File: src/rtl/sma_pkg.sv
// Shared types and constants for the simple moving average block.
// No dependencies; the files that use it refer to it by scoped names.
package sma_pkg;

  // Field and register widths.
  localparam int SAMPLE_W = 32;
  localparam int WIN_W    = 7;
  localparam int SUM_W    = 64;
  localparam int AVG_W    = 32;

  // Ring depth default.
  localparam int MAX_WINDOW_DEF = 64;

  // The divider retires two quotient bits per cycle.
  localparam int DIV_CYCLES = SUM_W / 2;
  localparam int CNT_W      = $clog2(DIV_CYCLES);

  // Configuration port.
  localparam int ADDR_W = 3;
  localparam int DATA_W = 32;
  typedef logic [ADDR_W-3:0] reg_idx_t;
  localparam reg_idx_t REG_WINDOW_LENGTH = reg_idx_t'(0);
  localparam logic [WIN_W-1:0] WINDOW_RESET = WIN_W'(5);

  typedef enum logic [1:0] {
    ST_IDLE,
    ST_ACCUM,
    ST_DIV,
    ST_FINISH
  } sma_state_t;

  typedef struct packed {
    logic accept;
    logic accum;
    logic div_step;
    logic out_load;
  } sma_cmd_t;

  typedef struct packed {
    logic div_last;
    logic out_busy;
  } sma_status_t;

endpackage

File: src/rtl/sma_ram.sv
// Generic single write port, single read port RAM with registered read.
// No dependencies.
module sma_ram #(
  parameter int WIDTH = 32,
  parameter int DEPTH = 64
) (
  input  logic                                      clk,
  input  logic                                      wr_en,
  input  logic [((DEPTH > 1) ? $clog2(DEPTH) : 1)-1:0] wr_addr,
  input  logic [WIDTH-1:0]                          wr_data,
  input  logic                                      rd_en,
  input  logic [((DEPTH > 1) ? $clog2(DEPTH) : 1)-1:0] rd_addr,
  output logic [WIDTH-1:0]                          rd_data
);

  logic [WIDTH-1:0] mem_r [DEPTH];
  logic [WIDTH-1:0] rd_data_r;

  always_ff @(posedge clk) begin
    if (wr_en) begin
      mem_r[wr_addr] <= wr_data;
    end
    if (rd_en) begin
      rd_data_r <= mem_r[rd_addr];
    end
  end

  assign rd_data = rd_data_r;

endmodule

File: src/rtl/sma_regs.sv
// Configuration register file on an APB-style port: holds window_length.
// Depends on sma_pkg.
module sma_regs (
  input  logic                         clk,
  input  logic                         rst_n,
  input  logic                         psel,
  input  logic                         penable,
  input  logic                         pwrite,
  input  logic [sma_pkg::ADDR_W-1:0]   paddr,
  input  logic [sma_pkg::DATA_W-1:0]   pwdata,
  output logic [sma_pkg::DATA_W-1:0]   prdata,
  output logic                         pready,
  output logic [sma_pkg::WIN_W-1:0]    window_length
);

  logic [sma_pkg::WIN_W-1:0] window_r;
  logic [sma_pkg::WIN_W-1:0] window_nxt;
  sma_pkg::reg_idx_t         reg_idx;
  logic                      wr_en;

  assign reg_idx = paddr[sma_pkg::ADDR_W-1:2];
  assign wr_en   = psel && penable && pwrite;

  always_comb begin
    window_nxt = window_r;
    if (wr_en && (reg_idx == sma_pkg::REG_WINDOW_LENGTH)) begin
      window_nxt = pwdata[sma_pkg::WIN_W-1:0];
    end
  end

  always_ff @(posedge clk) begin
    if (!rst_n) begin
      window_r <= sma_pkg::WINDOW_RESET;
    end else begin
      window_r <= window_nxt;
    end
  end

  always_comb begin
    prdata = '0;
    if (reg_idx == sma_pkg::REG_WINDOW_LENGTH) begin
      prdata = sma_pkg::DATA_W'(window_r);
    end
  end

  assign pready        = 1'b1;
  assign window_length = window_r;

endmodule

File: src/rtl/sma_ctrl.sv
// Sequencing state machine: accept, accumulate, divide, hand over the result.
// Depends on sma_pkg.
module sma_ctrl (
  input  logic                 clk,
  input  logic                 rst_n,
  input  logic                 in_valid,
  output logic                 in_stall,
  input  sma_pkg::sma_status_t status,
  output sma_pkg::sma_cmd_t    cmd
);

  sma_pkg::sma_state_t state_r;
  sma_pkg::sma_state_t state_nxt;

  always_comb begin
    state_nxt = state_r;
    case (state_r)
      sma_pkg::ST_IDLE: begin
        if (in_valid) begin
          state_nxt = sma_pkg::ST_ACCUM;
        end
      end
      sma_pkg::ST_ACCUM: begin
        state_nxt = sma_pkg::ST_DIV;
      end
      sma_pkg::ST_DIV: begin
        if (status.div_last) begin
          state_nxt = sma_pkg::ST_FINISH;
        end
      end
      sma_pkg::ST_FINISH: begin
        if (!status.out_busy) begin
          state_nxt = sma_pkg::ST_IDLE;
        end
      end
      default: begin
        state_nxt = sma_pkg::ST_IDLE;
      end
    endcase
  end

  always_comb begin
    cmd      = '0;
    in_stall = 1'b1;
    case (state_r)
      sma_pkg::ST_IDLE: begin
        in_stall   = 1'b0;
        cmd.accept = in_valid;
      end
      sma_pkg::ST_ACCUM: begin
        cmd.accum = 1'b1;
      end
      sma_pkg::ST_DIV: begin
        cmd.div_step = 1'b1;
      end
      sma_pkg::ST_FINISH: begin
        cmd.out_load = !status.out_busy;
      end
      default: begin
        cmd = '0;
      end
    endcase
  end

  always_ff @(posedge clk) begin
    if (!rst_n) begin
      state_r <= sma_pkg::ST_IDLE;
    end else begin
      state_r <= state_nxt;
    end
  end

endmodule

File: src/rtl/sma_dp.sv
// Datapath: running sum, sample count, history ring, radix-4 restoring
// divider and output register. Depends on sma_pkg and sma_ram.
module sma_dp #(
  parameter int MAX_WINDOW = sma_pkg::MAX_WINDOW_DEF
) (
  input  logic                          clk,
  input  logic                          rst_n,
  input  sma_pkg::sma_cmd_t             cmd,
  output sma_pkg::sma_status_t          status,
  input  logic [sma_pkg::WIN_W-1:0]     window_length,
  input  logic [sma_pkg::SAMPLE_W-1:0]  in_sample,
  input  logic                          in_series_start,
  output logic                          out_valid,
  input  logic                          out_stall,
  output logic [sma_pkg::AVG_W-1:0]     out_average
);

  localparam int SLOT_W = (MAX_WINDOW > 1) ? $clog2(MAX_WINDOW) : 1;
  localparam int DIFF_W = ((SLOT_W + 1 > sma_pkg::WIN_W) ? SLOT_W + 1 : sma_pkg::WIN_W) + 1;
  localparam int WIN_W  = sma_pkg::WIN_W;
  localparam int SUM_W  = sma_pkg::SUM_W;
  localparam logic [SLOT_W-1:0] LAST_SLOT = SLOT_W'(MAX_WINDOW - 1);

  // Architectural state.
  logic [SUM_W-1:0]  sum_r, sum_nxt;
  logic [WIN_W-1:0]  seen_r, seen_nxt;
  logic [SLOT_W-1:0] slot_r, slot_nxt;

  // Captured input word.
  logic [sma_pkg::SAMPLE_W-1:0] sample_r;
  logic                         start_r;

  // Divider.
  logic [SUM_W-1:0]          qn_r, qn_nxt;
  logic [WIN_W-1:0]          rem_r, rem_nxt;
  logic [WIN_W-1:0]          divisor_r;
  logic [sma_pkg::CNT_W-1:0] cnt_r, cnt_nxt;

  // Output register.
  logic                      out_valid_r, out_valid_nxt;
  logic [sma_pkg::AVG_W-1:0] out_avg_r;

  logic [WIN_W-1:0]             w_eff;
  logic [DIFF_W-1:0]            old_raw;
  logic [SLOT_W-1:0]            old_slot;
  logic [sma_pkg::SAMPLE_W-1:0] ring_rd;
  logic [SUM_W-1:0]             sum_base;
  logic [WIN_W-1:0]             seen_base;
  logic                         warm;
  logic [SUM_W-1:0]             leaving;

  // A zero window acts as one; anything above the ring depth is clamped.
  always_comb begin
    w_eff = window_length;
    if (window_length == '0) begin
      w_eff = WIN_W'(1);
    end else if (int'(window_length) > MAX_WINDOW) begin
      w_eff = WIN_W'(MAX_WINDOW);
    end
  end

  // Slot of the sample leaving the window, modulo the ring depth.
  always_comb begin
    old_raw = DIFF_W'(slot_r) + DIFF_W'(MAX_WINDOW) - DIFF_W'(w_eff);
    if (old_raw >= DIFF_W'(MAX_WINDOW)) begin
      old_raw = old_raw - DIFF_W'(MAX_WINDOW);
    end
    old_slot = old_raw[SLOT_W-1:0];
  end

  sma_ram #(
    .WIDTH (sma_pkg::SAMPLE_W),
    .DEPTH (MAX_WINDOW)
  ) u_ring (
    .clk     (clk),
    .wr_en   (cmd.accum),
    .wr_addr (slot_r),
    .wr_data (sample_r),
    .rd_en   (cmd.accept),
    .rd_addr (old_slot),
    .rd_data (ring_rd)
  );

  always_comb begin
    sum_base  = start_r ? '0 : sum_r;
    seen_base = start_r ? '0 : seen_r;
    warm      = (seen_base < w_eff);
    leaving   = warm ? '0 : SUM_W'(ring_rd);
    sum_nxt   = sum_r;
    seen_nxt  = seen_r;
    slot_nxt  = slot_r;
    if (cmd.accum) begin
      sum_nxt  = sum_base + SUM_W'(sample_r) - leaving;
      seen_nxt = warm ? (seen_base + WIN_W'(1)) : seen_base;
      slot_nxt = (slot_r == LAST_SLOT) ? '0 : (slot_r + SLOT_W'(1));
    end
  end

  // Two restoring steps per cycle; the remainder stays below the divisor.
  always_comb begin
    logic [WIN_W:0]   t1;
    logic [WIN_W:0]   t2;
    logic             ge1;
    logic             ge2;
    logic [WIN_W-1:0] r1;
    t1  = {rem_r, qn_r[SUM_W-1]};
    ge1 = (t1 >= {1'b0, divisor_r});
    if (ge1) begin
      t1 = t1 - {1'b0, divisor_r};
    end
    r1  = t1[WIN_W-1:0];
    t2  = {r1, qn_r[SUM_W-2]};
    ge2 = (t2 >= {1'b0, divisor_r});
    if (ge2) begin
      t2 = t2 - {1'b0, divisor_r};
    end
    qn_nxt  = qn_r;
    rem_nxt = rem_r;
    cnt_nxt = cnt_r;
    if (cmd.accum) begin
      qn_nxt  = sum_nxt;
      rem_nxt = '0;
      cnt_nxt = '0;
    end else if (cmd.div_step) begin
      qn_nxt  = {qn_r[SUM_W-3:0], ge1, ge2};
      rem_nxt = t2[WIN_W-1:0];
      cnt_nxt = cnt_r + sma_pkg::CNT_W'(1);
    end
  end

  assign out_valid_nxt = cmd.out_load || (out_valid_r && out_stall);

  always_ff @(posedge clk) begin
    if (!rst_n) begin
      sum_r       <= '0;
      seen_r      <= '0;
      slot_r      <= '0;
      out_valid_r <= 1'b0;
    end else begin
      sum_r       <= sum_nxt;
      seen_r      <= seen_nxt;
      slot_r      <= slot_nxt;
      out_valid_r <= out_valid_nxt;
    end
  end

  always_ff @(posedge clk) begin
    if (cmd.accept) begin
      sample_r <= in_sample;
      start_r  <= in_series_start;
    end
    if (cmd.accum) begin
      divisor_r <= warm ? (seen_base + WIN_W'(1)) : w_eff;
    end
    qn_r  <= qn_nxt;
    rem_r <= rem_nxt;
    cnt_r <= cnt_nxt;
    if (cmd.out_load) begin
      out_avg_r <= qn_r[sma_pkg::AVG_W-1:0];
    end
  end

  assign status.div_last = (cnt_r == sma_pkg::CNT_W'(sma_pkg::DIV_CYCLES - 1));
  assign status.out_busy = out_valid_r && out_stall;
  assign out_valid       = out_valid_r;
  assign out_average     = out_avg_r;

endmodule

File: src/rtl/simple_moving_average_top.sv
// Simple moving average: an accepted word is summed, divided and then loaded into
// the output register. One word is taken at a time, paced by the divider retiring
// two bits per cycle over the 64-bit running sum; out_stall can delay the next word.
// Synchronous active-low reset clears the sum, sample count, ring pointer, state
// machine and output valid, and sets window_length to 5; the ring is not cleared.
// Depends on sma_pkg, sma_regs, sma_ctrl, sma_dp and sma_ram.
module simple_moving_average_top #(
  parameter int MAX_WINDOW = sma_pkg::MAX_WINDOW_DEF
) (
  input  logic                         clk,
  input  logic                         rst_n,
  // Input channel.
  input  logic                         in_valid,
  output logic                         in_stall,
  input  logic [sma_pkg::SAMPLE_W-1:0] in_sample,
  input  logic                         in_series_start,
  // Result channel.
  output logic                         out_valid,
  input  logic                         out_stall,
  output logic [sma_pkg::AVG_W-1:0]    out_average,
  // Configuration port.
  input  logic                         psel,
  input  logic                         penable,
  input  logic                         pwrite,
  input  logic [sma_pkg::ADDR_W-1:0]   paddr,
  input  logic [sma_pkg::DATA_W-1:0]   pwdata,
  output logic [sma_pkg::DATA_W-1:0]   prdata,
  output logic                         pready
);

  // The window length comes from the register file; the user must change it only while
  // the block is idle, which the block does not enforce. The datapath reads it directly.
  logic [sma_pkg::WIN_W-1:0] window_length;
  sma_pkg::sma_cmd_t         cmd;
  sma_pkg::sma_status_t      status;

  sma_regs u_regs (
    .clk           (clk),
    .rst_n         (rst_n),
    .psel          (psel),
    .penable       (penable),
    .pwrite        (pwrite),
    .paddr         (paddr),
    .pwdata        (pwdata),
    .prdata        (prdata),
    .pready        (pready),
    .window_length (window_length)
  );

  // The controller takes one word at a time: it reads the leaving sample from the
  // ring while capturing the word, updates the sum next cycle, then runs the
  // divider and finally moves the quotient into the output register. The output
  // register lets the next word in while an earlier result still waits.
  sma_ctrl u_ctrl (
    .clk      (clk),
    .rst_n    (rst_n),
    .in_valid (in_valid),
    .in_stall (in_stall),
    .status   (status),
    .cmd      (cmd)
  );

  // The datapath keeps the running sum modulo 2^64; a window change in the middle of a
  // series can leave the sum out of step with the window.
  sma_dp #(
    .MAX_WINDOW (MAX_WINDOW)
  ) u_dp (
    .clk             (clk),
    .rst_n           (rst_n),
    .cmd             (cmd),
    .status          (status),
    .window_length   (window_length),
    .in_sample       (in_sample),
    .in_series_start (in_series_start),
    .out_valid       (out_valid),
    .out_stall       (out_stall),
    .out_average     (out_average)
  );

endmodule

File: config.mk
export PLATFORM = sky130hd
export DESIGN_NAME = simple_moving_average_top
export DESIGN_NICKNAME = d
export VERILOG_FILES = /design/src/rtl/sma_pkg.sv /design/src/rtl/sma_ram.sv /design/src/rtl/sma_regs.sv /design/src/rtl/sma_ctrl.sv /design/src/rtl/sma_dp.sv /design/src/rtl/simple_moving_average_top.sv
export SDC_FILE = /design/constraint.sdc
export NUM_CORES = 2
export LEC_CHECK = 0
export ABC_CLOCK_PERIOD_IN_PS = 5200
export BUFFER_PORTS_ARGS = -buffer_cell sky130_fd_sc_hd__buf_2
export CORE_UTILIZATION = 28
export CTS_CLUSTER_SIZE = 28
export DETAILED_ROUTE_END_ITERATION = 6
export REMOVE_ABC_BUFFERS = 1
export SYNTH_ARGS = -nofsm -noshare
export SYNTH_HDL_FRONTEND = slang
export SYNTH_SLANG_ARGS = --single-unit
export TNS_END_PERCENT = 50
File: constraint.sdc
create_clock -name clk -period 5.2 [get_ports clk]
set_clock_uncertainty 0.15 [all_clocks]
set_input_delay 0 -clock clk [delete_from_list [all_inputs] [get_ports clk]]
set_output_delay 0 -clock clk [all_outputs]
set_load 0.02 [all_outputs]
==> impl_results.md <==
- Status: finished with violations
- Failing checks: negative setup slack
- Critical-path cell with the highest stage delay: fa_1
- H-tree depth: 4
- HP Class: in -> reg
- Dpl hpwl: 159000 um
- Top Ports: 142
- Least-Margin Pin Slew: 1350 ps
- Max Root-Sink Buffers: 4
- VDD IR max: 0.362 mV
- Largest net degree at the start of global routing: 137
- Final Cycle Share: 104%
- Util after Layout: 33.8%
- P per Cell Area: 547 mW/mm2
- Max-slew violations: 0
- Placed cell areas: 0.104 mm2
- Synth cell types: 79
- Share of layout cells above drive strength 1: 30.8%
- Vias in the first global route: 50.1k
- #FFs+latches synth: 2315
- Cells after Synth: 4847
- GRT Total Usage: 14.9%
- Slew Limit Headroom: 9.80%
- GRT Residual Overflow: 0
- Die Area: 0.339 mm2
- CTS Buf Count: 219
- Post-route setup slack: -217 ps
- Required time of the critical path: 5710 ps
- Clock Latency Late Sink: 910 ps
- Yosys warning count: 0
- Area Overhead vs Synth: 19.7%
- CP Buf/Inv Count: 6
- Asr flop ratio synth: 0%
- Die Y: 583 um
- Largest fanout on the critical path: 6
- Antenna violations before repair: 13
- Filler cells: 31.3k
- Overall power: 61.8 mW
- N_diodes: 0
- Sequential cell area fraction in the yosys report: 72.6%
- ANT nets after route: 0
- DR iter-0 viols: 5596
- Fmax: 185 MHz
- Netlist Area Pre-Place: 0.0944 mm2
- Critical path depth: 24
- First-pass GRT wire length: 367000 um
- Post-layout min period: 5420 ps
- WS Path Type: reg -> reg
- Layout Nets: 5709
- Worst endpoint data arrival time: 5930 ps
- Place WS: -500 ps
- Final Cell Area: 0.113 mm2
- Via count: 50.2k
- Largest delay share family, worst path: simple AND/OR/NAND/NOR gates
- Worst path cell trace: nor2b_2 -> ha_1 -> o31a_1 -> o21a_1 -> o211ai_1 -> buf_4 -> a21oi_4 -> buf_6 -> and2_4 -> fa_1 -> inv_2 -> ha_4 -> nand4_1 -> nor3_1 -> buf_4 -> o311ai_4 -> buf_6 -> a211oi_4 -> nor2b_4 -> o21ai_4 -> buf_12 -> a31oi_2 -> or3_1 -> nand3_1
- Hold depth: 4
- Setup crit start kind: register
- Initial core utilization: 28.2%
- Vias/cell: 4.94
- Synthesized area per cell: 19.5 um2
- Routed length per instance: 25.5 um
- Worst-path clk slew: 70 ps
- I/O Buffers: 88
- Root Buffer: clkbuf_16
- TritonCTS clock tree: done
- Post-synth EDFFs: 2216
- GPL Wtd Cong: 0.878
- CTS sink cnt: 2315
- Rows: 212
- R2R cell count: 24
- Leakage: 37.2 nW
- Worst setup EP type: register
- CP peak stage delay: 520 ps
- Top FF cell, synth: edfxtp_1
- Setup-failing EPs final: 19
- Die Span X: 583 um
- Max-cap violations: 0
- Core Region: 0.334 mm2
- Final hold vios: 0
- Final wirelength: 259000 um
- Detailed-route DRC error count: 0
- TritonRoute pass-1 iters: 6
- Unrepaired setup endpoints after global routing: true
worst register-to-register path, stage by stage, from the launching register on:
cell and delay, ps:
edfxtp_1 500, nor2b_2 170, ha_1 240, o31a_1 100, o21a_1 180, o211ai_1 150, buf_4 200, a21oi_4 130
buf_6 150, and2_4 150, fa_1 520, inv_2 50, ha_4 260, nand4_1 160, nor3_1 280, buf_4 160
o311ai_4 140, buf_6 160, a211oi_4 270, nor2b_4 100, o21ai_4 280, buf_12 150, a31oi_2 100, or3_1 400
nand3_1 90
layout make-up:
type | count | area (um2) | share of cell area (%)
flip-flops and latches | 2315 | 68500 | 60.6
repair buffers | 680 | 5790 | 5.12
clock buffers | 272 | 5760 | 5.10
well taps | 4494 | 5620 | 4.98
inverters | 194 | 729 | 0.646
multi-input cells | 2091 | 25400 | 22.5
clock inverters | 118 | 1160 | 1.03
layout by cell type (no fill, tap or decap), types with 12 or more instances in the layout:
cell              n
edfxtp_1       2216
mux4_2          640
buf_4           427
nand2_1         227
clkbuf_16       221
inv_1           182
a21oi_1         148
dlygate4sd3_1   100
dfxtp_1          99
nor2_1           93
buf_2            88
o21ai_0          76
ha_1             74
nor2b_1          66
nor2_4           65
mux2i_1          56
clkinv_1         54
nand3_1          47
clkbuf_1         47
buf_12           47
a21o_1           45
a211oi_1         45
xnor2_1          34
nand4_1          32
fa_1             32
clkinv_2         30
conb_1           26
xor2_1           25
a21oi_2          23
and2_1           22
ha_4             21
bufinv_16        21
o21bai_1         19
nor3_1           18
buf_6            18
mux2_2           16
a31oi_1          16
or3_1            15
o21a_1           12
o21ai_1          12
per-stage QoR:
stage | TNS (ps) | cells | hold WS (ps)
2_1_floorplan | -4636750 | 4597 | -88.1
3_3_place_gp | -4370 | 9628 | 29.3
3_5_place_dp | -10150 | 9628 | 28.1
4_1_cts | -691 | 10100 | 59.7
5_1_grt | -6640 | 10200 | 162
6_report | -1750 | 10200 | 130
power breakdown:
part           switching, mW  leakage, nW  internal (mW)
Clock                   6.98         3.37           8.88
Sequential             0.593         20.8           22.3
Combinational           12.3         13.0           10.6
Total                   19.9         37.2           41.9
cells by family (layout without fill, tap and decap cells):
family,Yosys count,count (layout),synth area share (%)
AOI/OAI and AO/OA,493,496,3.34
xor gates and xnor gates,67,67,0.622
adders and majority gates,133,133,2.04
buffers and inverters,468,1264,2.03
DFF,2315,2315,72.6
muxes,715,715,16.1
other,2,26,0.00796
and+or+nand+nor,654,654,3.24
final timing paths:
| check | to | slack, ps | from |
|---|---|---|---|
| worst min-delay path | u_dp.slot_r[2] | 130 | rst_n |
| worst max register to register | u_dp.qn_r[52] | -220 | u_dp.start_r |
| worst max-delay path | u_dp.qn_r[52] | -220 | u_dp.start_r |
| worst min register to register | u_dp.out_average[16] | 300 | u_dp.qn_r[16] |
repair_timing:
item	4_1_cts	5_1_grt
resized for setup	51	131
hold buffers	100	0
setup buffers	23	22
cloned	2	1
endpoints found under the hold margin	155	0
setup endpoints to repair	61	88
pin swaps	34	60
synth_stat cells (5+ instances only):
master / n / area, um2
mux4_2: 640 / 14400
fa_1: 35 / 701
nor2_1: 164 / 616
nand4_1: 32 / 200
xor2_1: 26 / 228
and2_1: 30 / 188
xnor2_1: 41 / 359
buf_1: 48 / 180
mux2i_1: 56 / 561
nand2_1: 228 / 856
buf_2: 51 / 255
ha_1: 98 / 1230
buf_4: 26 / 195
a211oi_1: 49 / 368
o21a_1: 12 / 90.1
a31oi_1: 18 / 113
a21boi_0: 5 / 37.5
o21ai_0: 91 / 455
o21bai_1: 20 / 150
nor2b_1: 71 / 444
a22o_1: 6 / 52.6
or3_1: 17 / 106
a221o_1: 6 / 60.1
o21ai_1: 5 / 25.0
o211ai_1: 11 / 82.6
nor3_1: 22 / 110
nand3_1: 48 / 240
clkbuf_1: 149 / 559
dfxtp_1: 99 / 1980
o31ai_1: 8 / 60.1
a21o_1: 45 / 338
inv_1: 190 / 713
nand2b_1: 7 / 43.8
mux2_2: 17 / 191
a21oi_1: 173 / 866
and3_1: 11 / 68.8
edfxtp_1: 2216 / 66500
metal layers:
layer / GRT usage [%] / vias up / routed length (um)
li1: - / 20900 / -
met1: 20.9 / 27000 / 111000
met2: 24.4 / 1947 / 124000
met3: 2.47 / 317 / 18900
met4: 2.81 / 2 / 4500
met5: 0 / - / 13
registers in the layout, summed over array words and instances (netlist names):
| name | flops |
|---|---|
| u_ctrl.state_r | 2 |
| u_dp.u_ring.rd_data | 32 |
| u_dp.start_r | 1 |
| u_dp.seen_r | 7 |
| u_dp.out_valid | 1 |
| u_dp.cnt_r | 5 |
| u_dp.sum_r | 64 |
| u_dp.sample_r | 32 |
| u_regs.window_length | 7 |
| u_dp.out_average | 32 |
| u_dp.qn_r | 64 |
| u_dp.u_ring.mem_r | 2048 |
| u_dp.rem_r | 7 |
| u_dp.slot_r | 6 |
| u_dp.divisor_r | 7 |
Power figures use the tool's default switching activity.
